[src/stt_pkg.sv]
`default_nettype none
// ----------------------------------------------------------------------------
// stt_pkg
// Shared types, codes and character classes of the source text tokenizer.
// ----------------------------------------------------------------------------
package stt_pkg;

  localparam int TEXT_BUFFER_BYTES = 1024;
  localparam int TextCountW = $clog2(TEXT_BUFFER_BYTES);
  localparam logic [TextCountW-1:0] TextLimit = TextCountW'(TEXT_BUFFER_BYTES - 1);

  localparam logic [2:0] KIND_IDENT  = 3'd0;
  localparam logic [2:0] KIND_NUMBER = 3'd1;
  localparam logic [2:0] KIND_STRING = 3'd2;
  localparam logic [2:0] KIND_SYMBOL = 3'd3;
  localparam logic [2:0] KIND_EOF    = 3'd4;

  localparam logic [7:0] CHAR_DOT     = 8'h2E;
  localparam logic [7:0] CHAR_HASH    = 8'h23;
  localparam logic [7:0] CHAR_QUOTE   = 8'h22;
  localparam logic [7:0] CHAR_NEWLINE = 8'h0A;
  localparam logic [7:0] CHAR_SPACE   = 8'h20;

  typedef enum logic [4:0] {
    MODE_IDLE    = 5'b00001,
    MODE_IDENT   = 5'b00010,
    MODE_NUMBER  = 5'b00100,
    MODE_STRING  = 5'b01000,
    MODE_COMMENT = 5'b10000
  } lex_mode_e;

  typedef struct packed {
    logic [2:0] token_kind;
    logic [7:0] token_char;
    logic       char_valid;
    logic       token_end;
    logic       final_for_item;
  } result_t;

  typedef struct packed {
    result_t [1:0] res;
    logic [1:0]    count;
  } pair_t;

  function automatic logic is_ws(input logic [7:0] b);
    return (b == CHAR_SPACE) || (b inside {[8'h09:8'h0D]});
  endfunction

  function automatic logic is_letter(input logic [7:0] b);
    return (b inside {[8'h61:8'h7A]}) || (b inside {[8'h41:8'h5A]});
  endfunction

  function automatic logic is_digit(input logic [7:0] b);
    return b inside {[8'h30:8'h39]};
  endfunction

  function automatic result_t mk_result(input logic [2:0] kind, input logic [7:0] ch,
                                        input logic valid, input logic tend);
    result_t r;
    r.token_kind     = kind;
    r.token_char     = ch;
    r.char_valid     = valid;
    r.token_end      = tend;
    r.final_for_item = 1'b0;
    return r;
  endfunction

endpackage
`default_nettype wire

[src/stt_intf.sv]
`default_nettype none
// ----------------------------------------------------------------------------
// stt_in_if / stt_out_if
// Valid/ready channels for source bytes and token results.
// ----------------------------------------------------------------------------
interface stt_in_if;
  logic       valid;
  logic       ready;
  logic [7:0] source_byte;
  logic       end_of_input;

  modport source (output valid, output source_byte, output end_of_input, input ready);
  modport sink (input valid, input source_byte, input end_of_input, output ready);
endinterface

interface stt_out_if;
  logic       valid;
  logic       ready;
  logic [2:0] token_kind;
  logic [7:0] token_char;
  logic       char_valid;
  logic       token_end;
  logic       final_for_item;

  modport source (output valid, output token_kind, output token_char, output char_valid,
                  output token_end, output final_for_item, input ready);
  modport sink (input valid, input token_kind, input token_char, input char_valid,
                input token_end, input final_for_item, output ready);
endinterface
`default_nettype wire

[src/stt_lexer.sv]
`default_nettype none
// ----------------------------------------------------------------------------
// stt_lexer
// Input register, lexing mode and text count; classifies one byte into up
// to two results and hands them on when the result buffer can take them.
// ----------------------------------------------------------------------------
module stt_lexer (
  input  wire logic        clk_i,
  input  wire logic        rst_ni,
  stt_in_if.sink           in_i,
  input  wire logic        load_ready_i,
  output logic             load_o,
  output stt_pkg::pair_t   pair_o
);
  import stt_pkg::*;

  logic                  in_valid_q;
  logic [7:0]            byte_q;
  logic                  eoi_q;
  lex_mode_e             mode_q, mode_d;
  logic [TextCountW-1:0] cnt_q, cnt_d;

  result_t               st_res;
  logic                  st_emit;
  lex_mode_e             st_mode;
  logic [TextCountW-1:0] st_cnt;
  result_t               r0, r1, ch_res;
  logic [1:0]            n;
  logic                  restart;
  logic                  text_emit;
  logic                  take;

  assign take       = in_valid_q & load_ready_i;
  assign in_i.ready = ~in_valid_q | load_ready_i;
  assign load_o     = take;

  // byte seen from idle, or the byte that ends an identifier or number
  always_comb begin
    st_res  = mk_result(KIND_SYMBOL, byte_q, 1'b1, 1'b1);
    st_emit = 1'b0;
    st_mode = MODE_IDLE;
    st_cnt  = '0;
    if (is_ws(byte_q)) begin
      st_mode = MODE_IDLE;
    end else if (is_letter(byte_q)) begin
      st_mode = MODE_IDENT;
      st_res  = mk_result(KIND_IDENT, byte_q, 1'b1, 1'b0);
      st_emit = 1'b1;
      st_cnt  = TextCountW'(1);
    end else if (is_digit(byte_q) || byte_q == CHAR_DOT) begin
      st_mode = MODE_NUMBER;
      st_res  = mk_result(KIND_NUMBER, byte_q, 1'b1, 1'b0);
      st_emit = 1'b1;
      st_cnt  = TextCountW'(1);
    end else if (byte_q == CHAR_QUOTE) begin
      st_mode = MODE_STRING;
    end else if (byte_q == CHAR_HASH) begin
      st_mode = MODE_COMMENT;
    end else begin
      st_mode = MODE_IDLE;
      st_emit = 1'b1;
    end
  end

  assign text_emit = cnt_q < TextLimit;

  always_comb begin
    r0      = '0;
    r1      = '0;
    n       = 2'd0;
    restart = 1'b0;
    mode_d  = mode_q;
    cnt_d   = cnt_q;
    ch_res  = mk_result(KIND_IDENT, byte_q, 1'b1, 1'b0);
    if (eoi_q) begin
      mode_d = MODE_IDLE;
      cnt_d  = '0;
      case (mode_q)
        MODE_IDENT: begin
          r0 = mk_result(KIND_IDENT, 8'h00, 1'b0, 1'b1);
          r1 = mk_result(KIND_EOF, 8'h00, 1'b0, 1'b1);
          n  = 2'd2;
        end
        MODE_NUMBER: begin
          r0 = mk_result(KIND_NUMBER, 8'h00, 1'b0, 1'b1);
          r1 = mk_result(KIND_EOF, 8'h00, 1'b0, 1'b1);
          n  = 2'd2;
        end
        MODE_STRING: begin
          r0 = mk_result(KIND_STRING, 8'h00, 1'b0, 1'b1);
          r1 = mk_result(KIND_EOF, 8'h00, 1'b0, 1'b1);
          n  = 2'd2;
        end
        default: begin
          r0 = mk_result(KIND_EOF, 8'h00, 1'b0, 1'b1);
          n  = 2'd1;
        end
      endcase
    end else begin
      case (mode_q)
        MODE_IDENT: begin
          if (is_letter(byte_q) || is_digit(byte_q)) begin
            ch_res = mk_result(KIND_IDENT, byte_q, 1'b1, 1'b0);
            if (text_emit) begin
              r0    = ch_res;
              n     = 2'd1;
              cnt_d = cnt_q + TextCountW'(1);
            end
          end else begin
            r0      = mk_result(KIND_IDENT, 8'h00, 1'b0, 1'b1);
            n       = 2'd1;
            restart = 1'b1;
          end
        end
        MODE_NUMBER: begin
          if (is_digit(byte_q) || byte_q == CHAR_DOT) begin
            ch_res = mk_result(KIND_NUMBER, byte_q, 1'b1, 1'b0);
            if (text_emit) begin
              r0    = ch_res;
              n     = 2'd1;
              cnt_d = cnt_q + TextCountW'(1);
            end
          end else begin
            r0      = mk_result(KIND_NUMBER, 8'h00, 1'b0, 1'b1);
            n       = 2'd1;
            restart = 1'b1;
          end
        end
        MODE_STRING: begin
          if (byte_q == CHAR_QUOTE) begin
            r0     = mk_result(KIND_STRING, 8'h00, 1'b0, 1'b1);
            n      = 2'd1;
            mode_d = MODE_IDLE;
            cnt_d  = '0;
          end else begin
            ch_res = mk_result(KIND_STRING, byte_q, 1'b1, 1'b0);
            if (text_emit) begin
              r0    = ch_res;
              n     = 2'd1;
              cnt_d = cnt_q + TextCountW'(1);
            end
          end
        end
        MODE_COMMENT: begin
          if (byte_q == CHAR_NEWLINE) begin
            mode_d = MODE_IDLE;
            cnt_d  = '0;
          end
        end
        default: begin
          restart = 1'b1;
        end
      endcase
      if (restart) begin
        mode_d = st_mode;
        cnt_d  = st_cnt;
        if (st_emit) begin
          if (n == 2'd0) begin
            r0 = st_res;
          end else begin
            r1 = st_res;
          end
          n = n + 2'd1;
        end
      end
    end
    if (n == 2'd1) begin
      r0.final_for_item = 1'b1;
    end
    if (n == 2'd2) begin
      r1.final_for_item = 1'b1;
    end
  end

  assign pair_o.res[0] = r0;
  assign pair_o.res[1] = r1;
  assign pair_o.count  = n;

  always_ff @(posedge clk_i or negedge rst_ni) begin
    if (!rst_ni) begin
      in_valid_q <= 1'b0;
      mode_q     <= MODE_IDLE;
      cnt_q      <= '0;
    end else begin
      if (in_i.valid && in_i.ready) begin
        in_valid_q <= 1'b1;
      end else if (take) begin
        in_valid_q <= 1'b0;
      end
      if (take) begin
        mode_q <= mode_d;
        cnt_q  <= cnt_d;
      end
    end
  end

  always_ff @(posedge clk_i) begin
    if (in_i.valid && in_i.ready) begin
      byte_q <= in_i.source_byte;
      eoi_q  <= in_i.end_of_input;
    end
  end

endmodule
`default_nettype wire

[src/stt_result_buf.sv]
`default_nettype none
// ----------------------------------------------------------------------------
// stt_result_buf
// Holds the results of one byte and sends them out one transfer at a time.
// ----------------------------------------------------------------------------
module stt_result_buf (
  input  wire logic           clk_i,
  input  wire logic           rst_ni,
  input  wire logic           load_i,
  input  wire stt_pkg::pair_t pair_i,
  output logic                load_ready_o,
  stt_out_if.source           out_o
);
  import stt_pkg::*;

  result_t    res_q [2];
  logic [1:0] cnt_q;
  logic       head_q;
  logic       pop;
  result_t    cur;

  assign cur          = res_q[head_q];
  assign out_o.valid  = cnt_q != 2'd0;
  assign pop          = out_o.valid & out_o.ready;
  assign load_ready_o = (cnt_q == 2'd0) | ((cnt_q == 2'd1) & out_o.ready);

  assign out_o.token_kind     = cur.token_kind;
  assign out_o.token_char     = cur.token_char;
  assign out_o.char_valid     = cur.char_valid;
  assign out_o.token_end      = cur.token_end;
  assign out_o.final_for_item = cur.final_for_item;

  always_ff @(posedge clk_i or negedge rst_ni) begin
    if (!rst_ni) begin
      cnt_q  <= 2'd0;
      head_q <= 1'b0;
    end else if (load_i) begin
      cnt_q  <= pair_i.count;
      head_q <= 1'b0;
    end else if (pop) begin
      cnt_q  <= cnt_q - 2'd1;
      head_q <= 1'b1;
    end
  end

  always_ff @(posedge clk_i) begin
    if (load_i) begin
      res_q[0] <= pair_i.res[0];
      res_q[1] <= pair_i.res[1];
    end
  end

endmodule
`default_nettype wire

[src/source_text_tokenizer.sv]
`default_nettype none
// path: a byte waits in the input register until the result buffer loads its results
// throughput: one byte per cycle if each byte gives at most one result and out_o.ready;
//   a byte giving two holds the next back until one is sent (single result port)
// reset: mode idle, text count zero, input and result registers empty
// ----------------------------------------------------------------------------
// source_text_tokenizer
// Streaming tokenizer: one source byte in, token characters and end markers out.
// ----------------------------------------------------------------------------
module source_text_tokenizer (
  input  wire logic clk_i,
  input  wire logic rst_ni,
  stt_in_if.sink    in_i,
  stt_out_if.source out_o
);
  import stt_pkg::*;

  logic  load;
  logic  load_ready;
  pair_t pair;

  stt_lexer u_lexer (
    .clk_i        (clk_i),
    .rst_ni       (rst_ni),
    .in_i         (in_i),
    .load_ready_i (load_ready),
    .load_o       (load),
    .pair_o       (pair)
  );

  stt_result_buf u_result_buf (
    .clk_i        (clk_i),
    .rst_ni       (rst_ni),
    .load_i       (load),
    .pair_i       (pair),
    .load_ready_o (load_ready),
    .out_o        (out_o)
  );

`ifndef SYNTHESIS
  a_marker_ends_token: assert property (@(posedge clk_i) disable iff (!rst_ni)
    out_o.valid && !out_o.char_valid |-> out_o.token_end)
    else $error("result without character does not end a token");

  a_eof_last: assert property (@(posedge clk_i) disable iff (!rst_ni)
    out_o.valid && out_o.token_kind == KIND_EOF |-> out_o.final_for_item && out_o.token_end)
    else $error("end of file token is not the last result");

  a_symbol_whole: assert property (@(posedge clk_i) disable iff (!rst_ni)
    out_o.valid && out_o.token_kind == KIND_SYMBOL |-> out_o.char_valid && out_o.token_end)
    else $error("symbol token is not a single closed character");

  a_load_needs_room: assert property (@(posedge clk_i) disable iff (!rst_ni)
    load && out_o.valid && !(out_o.ready) |-> 1'b0)
    else $error("result buffer overwritten while holding a result");
`endif

endmodule
`default_nettype wire
[src/flat_wrapper.sv]
// flat-port wrapper written by rule: the top's interface ports become plain ports
module source_text_tokenizer_flat import stt_pkg::*;
  (clk_i, rst_ni, in_i_valid, in_i_source_byte, in_i_end_of_input, in_i_ready, out_o_valid, out_o_token_kind, out_o_token_char, out_o_char_valid, out_o_token_end, out_o_final_for_item, out_o_ready);
  stt_in_if in_i_i ();
  stt_out_if out_o_i ();
  input  wire logic clk_i;
  input  wire logic rst_ni;
  input wire logic [$bits(in_i_i.valid)-1:0] in_i_valid;
  input wire logic [$bits(in_i_i.source_byte)-1:0] in_i_source_byte;
  input wire logic [$bits(in_i_i.end_of_input)-1:0] in_i_end_of_input;
  output wire logic [$bits(in_i_i.ready)-1:0] in_i_ready;
  output wire logic [$bits(out_o_i.valid)-1:0] out_o_valid;
  output wire logic [$bits(out_o_i.token_kind)-1:0] out_o_token_kind;
  output wire logic [$bits(out_o_i.token_char)-1:0] out_o_token_char;
  output wire logic [$bits(out_o_i.char_valid)-1:0] out_o_char_valid;
  output wire logic [$bits(out_o_i.token_end)-1:0] out_o_token_end;
  output wire logic [$bits(out_o_i.final_for_item)-1:0] out_o_final_for_item;
  input wire logic [$bits(out_o_i.ready)-1:0] out_o_ready;
  assign in_i_i.valid = in_i_valid;
  assign in_i_i.source_byte = in_i_source_byte;
  assign in_i_i.end_of_input = in_i_end_of_input;
  assign in_i_ready = in_i_i.ready;
  assign out_o_valid = out_o_i.valid;
  assign out_o_token_kind = out_o_i.token_kind;
  assign out_o_token_char = out_o_i.token_char;
  assign out_o_char_valid = out_o_i.char_valid;
  assign out_o_token_end = out_o_i.token_end;
  assign out_o_final_for_item = out_o_i.final_for_item;
  assign out_o_i.ready = out_o_ready;
  source_text_tokenizer u_core (.clk_i(clk_i), .rst_ni(rst_ni), .in_i(in_i_i), .out_o(out_o_i));
endmodule
[config.mk]
export PLATFORM = sky130hd
export DESIGN_NAME = source_text_tokenizer_flat
export DESIGN_NICKNAME = d
export VERILOG_FILES = /design/src/stt_pkg.sv /design/src/stt_intf.sv /design/src/stt_lexer.sv /design/src/stt_result_buf.sv /design/src/source_text_tokenizer.sv /design/src/flat_wrapper.sv
export SDC_FILE = /design/constraint.sdc
export NUM_CORES = 1
export LEC_CHECK = 0
export BUFFER_PORTS_ARGS = -buffer_cell sky130_fd_sc_hd__buf_2
export CORE_UTILIZATION = 55
export CTS_CLUSTER_SIZE = 8
export DETAILED_ROUTE_END_ITERATION = 8
export GPL_TIMING_DRIVEN = 0
export PLACE_DENSITY = 0.77
export SYNTH_ARGS = -nofsm -noshare
export SYNTH_HDL_FRONTEND = slang
export SYNTH_SLANG_ARGS = --single-unit
[constraint.sdc]
create_clock -name clk_i -period 4.9 [get_ports clk_i]
set_input_delay 0.49 -clock clk_i [delete_from_list [all_inputs] [get_ports clk_i]]
set_output_delay 0.49 -clock clk_i [all_outputs]
set_load 0.02 [all_outputs]
=== Word level (Yosys, flattened, before mapping) ===
Memories as Yosys holds them, arrays and structs flattened.
Cells that the tools add are included.

* Register bits: 28
* Bits in latches: 0
* Memory bits (writable): 28
* Memory bits (read-only): 0
* Output and inout bits: 16
* Memories: 1

* $add $sub $neg: 3
* Multipliers: 0
* Div/mod/pow operators: 0
* Magnitude comparators: 9
* Equal/unequal tests: 16
* Shift-type cells: 0
* Multiplexer cells: 70
* Bitwise logic cells: 6
* Reductions and logical operators: 20

{| class="wikitable"
|+ Memory list
! memory !! words !! bits a word !! rd ports !! clocked after Yosys merged registers in !! write ports !! line !! source
|-
| u_core.u_result_buf.res_q || 2 || 14 || 1 || 0 || 2 || stt_result_buf.sv:16 || <nowiki>result_t res_q [2];</nowiki>
|}

{| class="wikitable"
|+ Operators by type and width
! kind !! count
|-
| 2-to-1 mux 14 bit || 12
|-
| case mux 14 bit (3 select lines) || 2
|-
| 2-to-1 mux 10 bit || 7
|-
| 2-to-1 mux 13 bit || 4
|-
| 2-to-1 mux 5 bit || 9
|-
| case mux 10 bit (4 select lines) || 1
|-
| equality test 8 x 6 -> 1 bit (second input constant) || 4
|-
| 2-to-1 mux 1 bit || 23
|-
| greater-or-equal comparator 8 x 7 -> 1 bit (second input constant) || 2
|-
| <= comparator 8 x 7 -> 1 bit (second input constant) || 2
|-
| != test 4 bit (second input constant) || 4
|-
| 2-to-1 mux 2 bit || 7
|-
| 2-to-1 mux 12 bit || 1
|-
| 2-to-1 mux 11 bit || 1
|-
| adder 10 x 1 -> 10 bit (second input constant) || 1
|-
| < comparator 10 bit (second input constant) || 1
|-
| case mux 5 bit (2 select lines) || 1
|-
| equality test 8 x 4 -> 1 bit (second input constant) || 1
|-
| greater-or-equal comparator 8 x 4 -> 1 bit (second input constant) || 1
|-
| greater-or-equal comparator 8 x 6 -> 1 bit (second input constant) || 1
|-
| <= comparator 8 x 4 -> 1 bit (second input constant) || 1
|-
| <= comparator 8 x 6 -> 1 bit (second input constant) || 1
|-
| case mux 1 bit (3 select lines) || 2
|-
| nonzero test 2 bit || 3
|-
| other kinds (20) || 32
|}

=== Logic depth before layout (Yosys ltp) ===
Gate-level depths: netlist of the first run.

* Word-level depth: 13
* Mapped depth: 11

=== Cells and area by module ===
Synthesis of the first run repeated with hierarchy kept, for this count alone.

* Cell total of the unflattened synthesis: 270
* Area total of the unflattened synthesis: 3168.0 µm²

{| class="wikitable"
|+ By module, submodules not included
! module !! times used !! cells an instance !! area an instance (µm²) !! sequential area each (µm²)
|-
| stt_lexer || 1 || 207 || 1920.6 || 671.9
|-
| stt_result_buf || 1 || 63 || 1247.4 || 915.9
|}

=== Worst setup path after synthesis of the first run ===
OpenSTA, ideal clock, no wires.

* Kind: flip-flop to flip-flop
* Start: register u_core.u_result_buf.cnt_q[0]
* End: register u_core.u_lexer.cnt_q[4]
* Data arrival time: 2.871 ns
* Required time: 4.823 ns
* Path slack: 1.952 ns
* Stages on the path, launching flop included: 10
* Path buffers: 1
* Cell sequence: dfrtp_1 inv_1 ha_1 a21oi_1 nor2b_1 clkbuf_1 a21boi_2 nand2_1 or3_1 a21oi_1

* Longest elaborated chain between the ends: 5
* Elaborated cells on any way between the ends: 6

{| class="wikitable"
|+ RTL lines
! element !! line !! source
|-
| start, declared || stt_result_buf.sv:17 || <nowiki>logic [1:0] cnt_q;</nowiki>
|-
| start signal, assigned || stt_result_buf.sv:38 || <nowiki>cnt_q <= pair_i.count;</nowiki>
|-
| start signal, assigned || stt_result_buf.sv:41 || <nowiki>cnt_q <= cnt_q - 2'd1;</nowiki>
|-
| equality test 2 x 1 -> 1 bit || stt_result_buf.sv:25 || <nowiki>assign load_ready_o = (cnt_q == 2'd0) | ((cnt_q == 2'd1) & out_o.ready);</nowiki>
|-
| bitwise AND 1 bit || stt_result_buf.sv:25 ||
|-
| bitwise OR 1 bit (*) || stt_result_buf.sv:25 ||
|-
| bitwise AND 1 bit (*) || stt_lexer.sv:33 || <nowiki>assign take = in_valid_q & load_ready_i;</nowiki>
|-
| via u_core.load || source_text_tokenizer.sv:18 || <nowiki>logic load;</nowiki>
|-
| AND reduction 5 bit (no source line) (*) || -- ||
|-
| end signal, assigned || stt_lexer.sv:192 || <nowiki>cnt_q <= cnt_d;</nowiki>
|-
| end, declared || stt_lexer.sv:21 || <nowiki>logic [TextCountW-1:0] cnt_q, cnt_d;</nowiki>
|}

The timed path passes the listed nets; every way through them passes the cells marked *.
A chain may end at the register's enable or synchronous reset.

==> results of run 1 <==
==> report_power, final <==
group          leakage, nW  switching, mW  internal (mW)
Combinational        0.682          0.483          0.299
Sequential           0.601         0.0777          0.697
Clock               0.0558          0.144          0.155
Total                 1.34          0.704           1.15
==> area by class of cell <==
class	count	area (um2)
Tap cell	70	87.6
Inverter	13	48.8
Fill cell	426	1830
Multi-Input combinational cell	196	1410
Clock buffer	6	72.6
Sequential cell	56	1590
Buffer	10	48.8
Clock inverter	2	38.8
Timing Repair Buffer	28	140
==> critical path, cell delays in order (launching register included) <==
cell and delay [ps]:
edfxtp_1 530, nor3_2 410, and4_1 430, a21oi_1 130, o31ai_2 380, or2b_1 150
ha_1 230, o21ai_0 230, inv_1 60, mux2i_1 130, a21oi_1 60
==> metal layers <==
metal	global-route usage, %	up-vias	part of all wire (%)
met4	6.60	0	0.53
li1	-	1097	-
met2	37.6	53	51
met3	3.69	4	4.2
met5	0	-	0
met1	27.8	1093	44
==> cell families (layout without fill, tap and decap cells) <==
kind of cell / count (synthesis) / count (layout) / share of synthesized area, %
flops: 56 / 56 / 51.3
fa+ha+maj: 4 / 4 / 1.62
xor+xnor: 4 / 4 / 1.37
simple gates: 100 / 100 / 19.1
buf+inv: 23 / 59 / 3.11
compound gates: 71 / 71 / 17.3
mux: 17 / 17 / 6.22
==> Yosys cell counts, types with 3 or more instances <==
| cell type | n |
|---|---|
| a21o_1 | 3 |
| a21oi_1 | 18 |
| a32o_1 | 3 |
| and2_1 | 10 |
| and3_1 | 9 |
| clkbuf_1 | 6 |
| dfrtp_1 | 18 |
| edfxtp_1 | 37 |
| ha_1 | 4 |
| inv_1 | 13 |
| mux2_2 | 14 |
| nand2_1 | 13 |
| nand2b_1 | 4 |
| nand3_1 | 10 |
| nand4_1 | 6 |
| nand4b_1 | 3 |
| nor2_1 | 18 |
| nor2b_1 | 5 |
| nor3_1 | 4 |
| o21ai_0 | 12 |
| or2_2 | 3 |
| xor2_1 | 3 |
==> sequential cells by signal, summed over array words and instances (netlist names) <==
name,count
u_core.u_result_buf.res_q,28
u_core.u_lexer.cnt_q,10
u_core.u_lexer.byte_q,8
u_core.u_lexer.mode_q,5
u_core.u_result_buf.cnt_q,2
u_core.u_lexer.eoi_q,1
u_core.u_lexer.in_valid_q,1
u_core.u_result_buf.head_q,1
==> cells in the final DEF (no fill, tap or decap), types with 10 or more instances in the layout <==
| cell | n |
|---|---|
| inv_1 | 13 |
| buf_2 | 30 |
| o21ai_0 | 12 |
| nor2_1 | 18 |
| and2_1 | 10 |
| nand3_1 | 10 |
| edfxtp_1 | 37 |
| nand2_1 | 13 |
| dfrtp_1 | 18 |
| a21oi_1 | 18 |
| mux2_2 | 14 |
==> path summary, 6_finish.rpt <==
check	to
worst min-delay path	u_core.u_lexer.cnt_q[7]
max in group asynchronous	u_core.u_lexer.mode_q[0]
worst min register to register	u_core.u_lexer.cnt_q[7]
min in group clk_i	u_core.u_lexer.byte_q[2]
worst max register to register	u_core.u_result_buf.res_q[0][0]
worst max-delay path	u_core.u_result_buf.res_q[0][0]
==> per-stage QoR <==
| step | area (um2) | total power, mW | std cells |
|---|---|---|---|
| 2_1_floorplan | 3100 | 1.36 | 275 |
| 3_3_place_gp | 3330 | 1.55 | 373 |
| 3_5_place_dp | 3330 | 1.57 | 373 |
| 4_1_cts | 3440 | 1.86 | 381 |
| 5_1_grt | 3440 | 1.97 | 381 |
| 6_report | 3440 | 1.85 | 381 |
==> out/metrics.cfg, run 1 <==
[outcome]
status = finished clean

[setup_path]
required_ps = 4950
crit_path_start = u_core.u_lexer.byte_q[4]
rr_startpoint = u_core.u_lexer.byte_q[4]
arrival_ps = 3030
critPathKind = reg2reg
critPathMaxFanout = 8
end_kind = flip-flop
startpoint_type = flip-flop
rrSetupSlack_ps = 1910
reg2reg_depth = 10

[global_route]
grt-ovfl-total = 0
first_global_vias = 2192
grt_pass1_wl_um = 10100
antenna_found_initial = 0
grt_use_total_pct = 21.7
grt_max_degree = 35

[synthesis]
synthCells = 275
syn_area_um2 = 3100
yosys-top-cells-area = edfxtp_1 36%, dfrtp_1 15%, mux2_2 5.1%, a21oi_1 2.9%, nor2_1 2.2%
synth_edf_count = 37
mappedNetlistNets = 292
yosys.area.top_type = edfxtp_1
synth_top_area_share_pct = 35.9
ys.flop_type = edfxtp_1
yosys_warnings = 0
async_reset_ff_share_pct = 33.9
ys_ff_latch = 56
avgSynthCellArea_um2 = 11.3
yosysSeqAreaShare_pct = 51.3
post_synth_num_cell_types = 71

[cells_and_area]
final_util_pct = 65.2
antenna_cells = 0
nNetsFinal = 327
syn_to_final_growth_pct = 11.0
layout-drive-gt1-share_pct = 26.4

[die]
core-area_um2 = 5270
die_y_um = 77.1
initial_core_util_pct = 58.8
num_rows = 26
die_area_um2 = 5940
ioPinCount = 29
die_w_um = 77.1

[flow_run]
drv_cap = 0

[sta]
tightest_slew_ps = 803
slew-limit-headroom_pct = 46.5
clock_skew_ps = 9.50
rsz0062_at_grt = false
post-route-period-util_pct = 60.9
setup_viol = 0
setup-tns-final_ps = 0
fin_crit_ps = 2990
drv_slew = 0
hold-worst-slack_ps = 112
timing.fmax_mhz = 335
hold_viol = 0
worst_slack_ps = 1910

[hold_path]
hold_class = in2async

[clock_network]
ctsHoldBuffers = 0
cts_root_buffer = clkbuf_8
cts_buffer_depth = 2
clock_latency_ps = 300
cts_setup_buffers = 0
cts_buffers = 5
clkTransAtPathRegs_ps = 100
htreeDepth = 2
ctsResizeCount = 0
cts.sinks = 56
cts_tree = yes

[pwr]
ir_worst_vdd_uv = 246
p_per_area_nw_per_um2 = 539
p_leak_nw = 1.34

[routing]
vias = 2247
avgViaCountPerCell = 5.90
drc = 0
final_antenna_net_count = 0
totalWireLength_um = 6030
firstDrtPassIters = 4
drtIter0Drc = 176
routedWlPerCell_um = 15.8

[place]
globalplace.congestion = 0.899
post-place-ws_ps = 1960
dp.final_hpwl_um = 4370
io_buffer_count = 28

Power figures use the tool's default switching activity.
==> run 2, diff against run 1 <==
- CORE_UTILIZATION: 55 -> 53
- clock period: 4.9 -> 2.7 ns (I/O delays scaled with it)
==> run 2 against run 1 <==
Against the previous run: cell count grew 2.4%; utilization shrank 2.0 points; maximum frequency grew 15%; clock skew grew 3.5 ps; largest cell class unchanged; worst hold slack gained 8.0 ps.
==> out/metrics.cfg, run 2 (synthesized netlist as in run 1, its figures left out) <==
[outcome]
status = finished clean  ; unchanged

[sta]
slew-limit-headroom_pct = 62.3  ; was 46.5%
hold_viol = 0  ; unchanged
tightest_slew_ps = 565  ; was 803 ps
setup_viol = 0  ; unchanged
timing.fmax_mhz = 387  ; was 335 MHz
hold-worst-slack_ps = 120  ; was 112 ps
fin_crit_ps = 2590  ; was 2990 ps
clock_skew_ps = 13.0  ; was 9.50 ps
drv_slew = 0  ; unchanged
post-route-period-util_pct = 95.8  ; was 60.9%
worst_slack_ps = 114  ; was 1910 ps

[setup_path]
crit_family = simple AND/OR/NAND/NOR gates  ; unchanged
arrival_ps = 2640  ; was 3030 ps
startpoint_type = flip-flop  ; unchanged
rr_endpoint = u_core.u_result_buf.res_q[0][0]  ; unchanged
crit_path_start = u_core.u_lexer.byte_q[6]  ; was u_core.u_lexer.byte_q[4]
critPathMaxFanout = 10  ; was 8
cp.buffers_inverters = 2  ; was 1
reg2reg_depth = 10  ; unchanged
worstSetupEndpoint = u_core.u_result_buf.res_q[0][0]  ; unchanged
critPathKind = reg2reg  ; unchanged
cp_slowest_stage_delay_ps = 470  ; was 530 ps
end_kind = flip-flop  ; unchanged
rrSetupSlack_ps = 110  ; was 1910 ps
critical_path_depth = 10  ; unchanged
rr_startpoint = u_core.u_lexer.byte_q[6]  ; was u_core.u_lexer.byte_q[4]
cp_slowest_cell = edfxtp_1  ; unchanged
path_cells = nor3_4 > buf_4 > a21boi_0 > o21ba_2 > or2_2 > ha_1 > o21ai_1 > inv_1 > mux2i_1 > a21oi_1  ; was nor3_2 > and4_1 > a21oi_1 > o31ai_2 > or2b_1 > ha_1 > o21ai_0 > inv_1 > mux2i_1 > a21oi_1
required_ps = 2750  ; was 4950 ps

[global_route]
grt_pass1_wl_um = 10500  ; was 10,100 um
first_global_vias = 2214  ; was 2,192
antenna_found_initial = 0  ; unchanged
grt_max_degree = 35  ; unchanged
grt-ovfl-total = 0  ; unchanged
grt_use_total_pct = 22.0  ; was 21.7%

[die]
die_area_um2 = 6160  ; was 5940 um2
num_rows = 27  ; was 26
core-area_um2 = 5570  ; was 5270 um2
initial_core_util_pct = 55.6  ; was 58.8%
die_y_um = 78.5  ; was 77.1 um
ioPinCount = 29  ; unchanged
die_w_um = 78.5  ; was 77.1 um

[place]
io_buffer_count = 28  ; unchanged
post-place-ws_ps = -307  ; was 1960 ps
dp.final_hpwl_um = 4270  ; was 4370 um
globalplace.congestion = 0.872  ; was 0.899

[pwr]
comb_power_share_pct = 44.6  ; was 42.1%
sequentialPowerShare_pct = 41.5  ; was 41.8%
switchingPower_mw = 1.32  ; was 0.704 mW
power.internal_mw = 2.04  ; was 1.15 mW
ir_worst_vdd_uv = 462  ; was 246 uV
p_leak_nw = 1.38  ; was 1.34 nW
netSwitchingFraction_pct = 39.3  ; was 38.0%
p_per_area_nw_per_um2 = 953  ; was 539 nW/um2
pwr-share-clk_pct = 13.9  ; was 16.1%
p_total_mw = 3.36  ; was 1.85 mW

[cells_and_area]
layout_commonest_cell = edfxtp_1  ; unchanged
largest_reg_flops = 28  ; unchanged
nNetsFinal = 334  ; was 327
syn_to_final_growth_pct = 13.8  ; was 11.0%
largestRegisters = u_core.u_result_buf.res_q: 28 flops, u_core.u_lexer.cnt_q: 10 flops, u_core.u_lexer.byte_q: 8 flops  ; unchanged
antenna_cells = 0  ; unchanged
layout-drive-gt1-share_pct = 30.5  ; was 26.4%
seq_area_um2 = 1590  ; unchanged
fill_cells = 426  ; unchanged
multi_input_area_um2 = 1450  ; was 1410 um2
mostFrequentLayoutCells = 37 x edfxtp_1, 30 x buf_2, 18 x dfrtp_1  ; was 37 x edfxtp_1, 30 x buf_2, 18 x a21oi_1, 18 x nor2_1, 18 x dfrtp_1
regMostFlops = u_core.u_result_buf.res_q  ; unchanged

[routing]
drtIter0Drc = 167  ; was 176
firstDrtPassIters = 4  ; unchanged
drc = 0  ; unchanged
avgViaCountPerCell = 5.85  ; was 5.90
routedWlPerCell_um = 15.8  ; about the same
final_antenna_net_count = 0  ; unchanged
vias = 2280  ; was 2,247
totalWireLength_um = 6160  ; was 6030 um

[clock_network]
cts_root_buffer = clkbuf_8  ; unchanged
cts_buffer_depth = 2  ; unchanged
htreeDepth = 2  ; unchanged
cts_buffers = 5  ; unchanged
cts_tree = yes  ; unchanged
clock_latency_ps = 310  ; was 300 ps
clkTransAtPathRegs_ps = 100  ; about the same
cts.sinks = 56  ; unchanged

[flow_run]
drv_cap = 0  ; unchanged

[hold_path]
hold_class = in2reg  ; was in2async

run 2: cell count changes in the layout (fill, tap and decap cells not counted), moves of 2 or more:
cell | previous run | this run
nor2b_2 | 0 | 2
nor2b_1 | 5 | 3
clkbuf_1 | 6 | 3
buf_4 | 0 | 7
o21ai_0 | 12 | 10
o21ai_1 | 2 | 4
run 2: metrics by stage:
stage	std cells	instance area, um2	utilization, %	TNS [ps]
after global placement	375	3330	59.7	-1400
after global routing	390	3520	63.2	-12.5
after detailed placement	375	3330	59.7	-2040
final	390	3520	63.2	0
after CTS	388	3480	62.5	0
after floorplan	275	3100	-	0
run 2: power groups by stage:
stage | sequential [mW] | combinational, mW | clock [mW]
floorplan | 1.37 | 1.08 | 0
global placement | 1.41 | 1.39 | 0
detailed placement | 1.42 | 1.43 | 0
CTS | 1.39 | 1.48 | 0.472
global route | 1.42 | 1.64 | 0.509
finish | 1.40 | 1.50 | 0.465
run 2: final cells by class:
class | count | share of cell area [%]
flip-flops and latches | 56 | 45.0
multi-input cells | 196 | 41.2
repair buffers | 36 | 5.75
well taps | 72 | 2.56
clock buffers | 5 | 1.95
plain buffers | 9 | 1.49
inverters | 13 | 1.38
clock inverters | 3 | 0.603
run 2: how the worst min path moves through the flow:
stage / depth (start not counted) / from / end / slack [ps]
after floorplan: 0 / rst_ni / u_core.u_lexer.cnt_q[0] / -30
after detailed placement: 1 / rst_ni / u_core.u_lexer.cnt_q[8] / 240
after global placement: 1 / rst_ni / u_core.u_lexer.cnt_q[8] / 230
after CTS: 1 / in_i_source_byte[6] / u_core.u_lexer.byte_q[6] / 110
after global routing: 1 / in_i_source_byte[5] / u_core.u_lexer.byte_q[5] / 100
final: 1 / in_i_source_byte[6] / u_core.u_lexer.byte_q[6] / 120
run 2: timing repair:
item | 4_1_cts | 5_1_grt
hold buffers | 1 | 0
pin swaps | 2 | 1
gates resized for setup | 5 | 11
hold endpoints to repair | 18 | 0
endpoints found under the setup margin | 12 | 10
setup buffers | 5 | 2
run 2: per-layer routing:
metal,up-vias,GRT usage (%),share of wire (%)
met3,12,3.84,4.5
met4,0,7.78,1.8
met2,60,36.0,49
li1,1112,-,-
met5,-,0,0
met1,1096,29.5,44
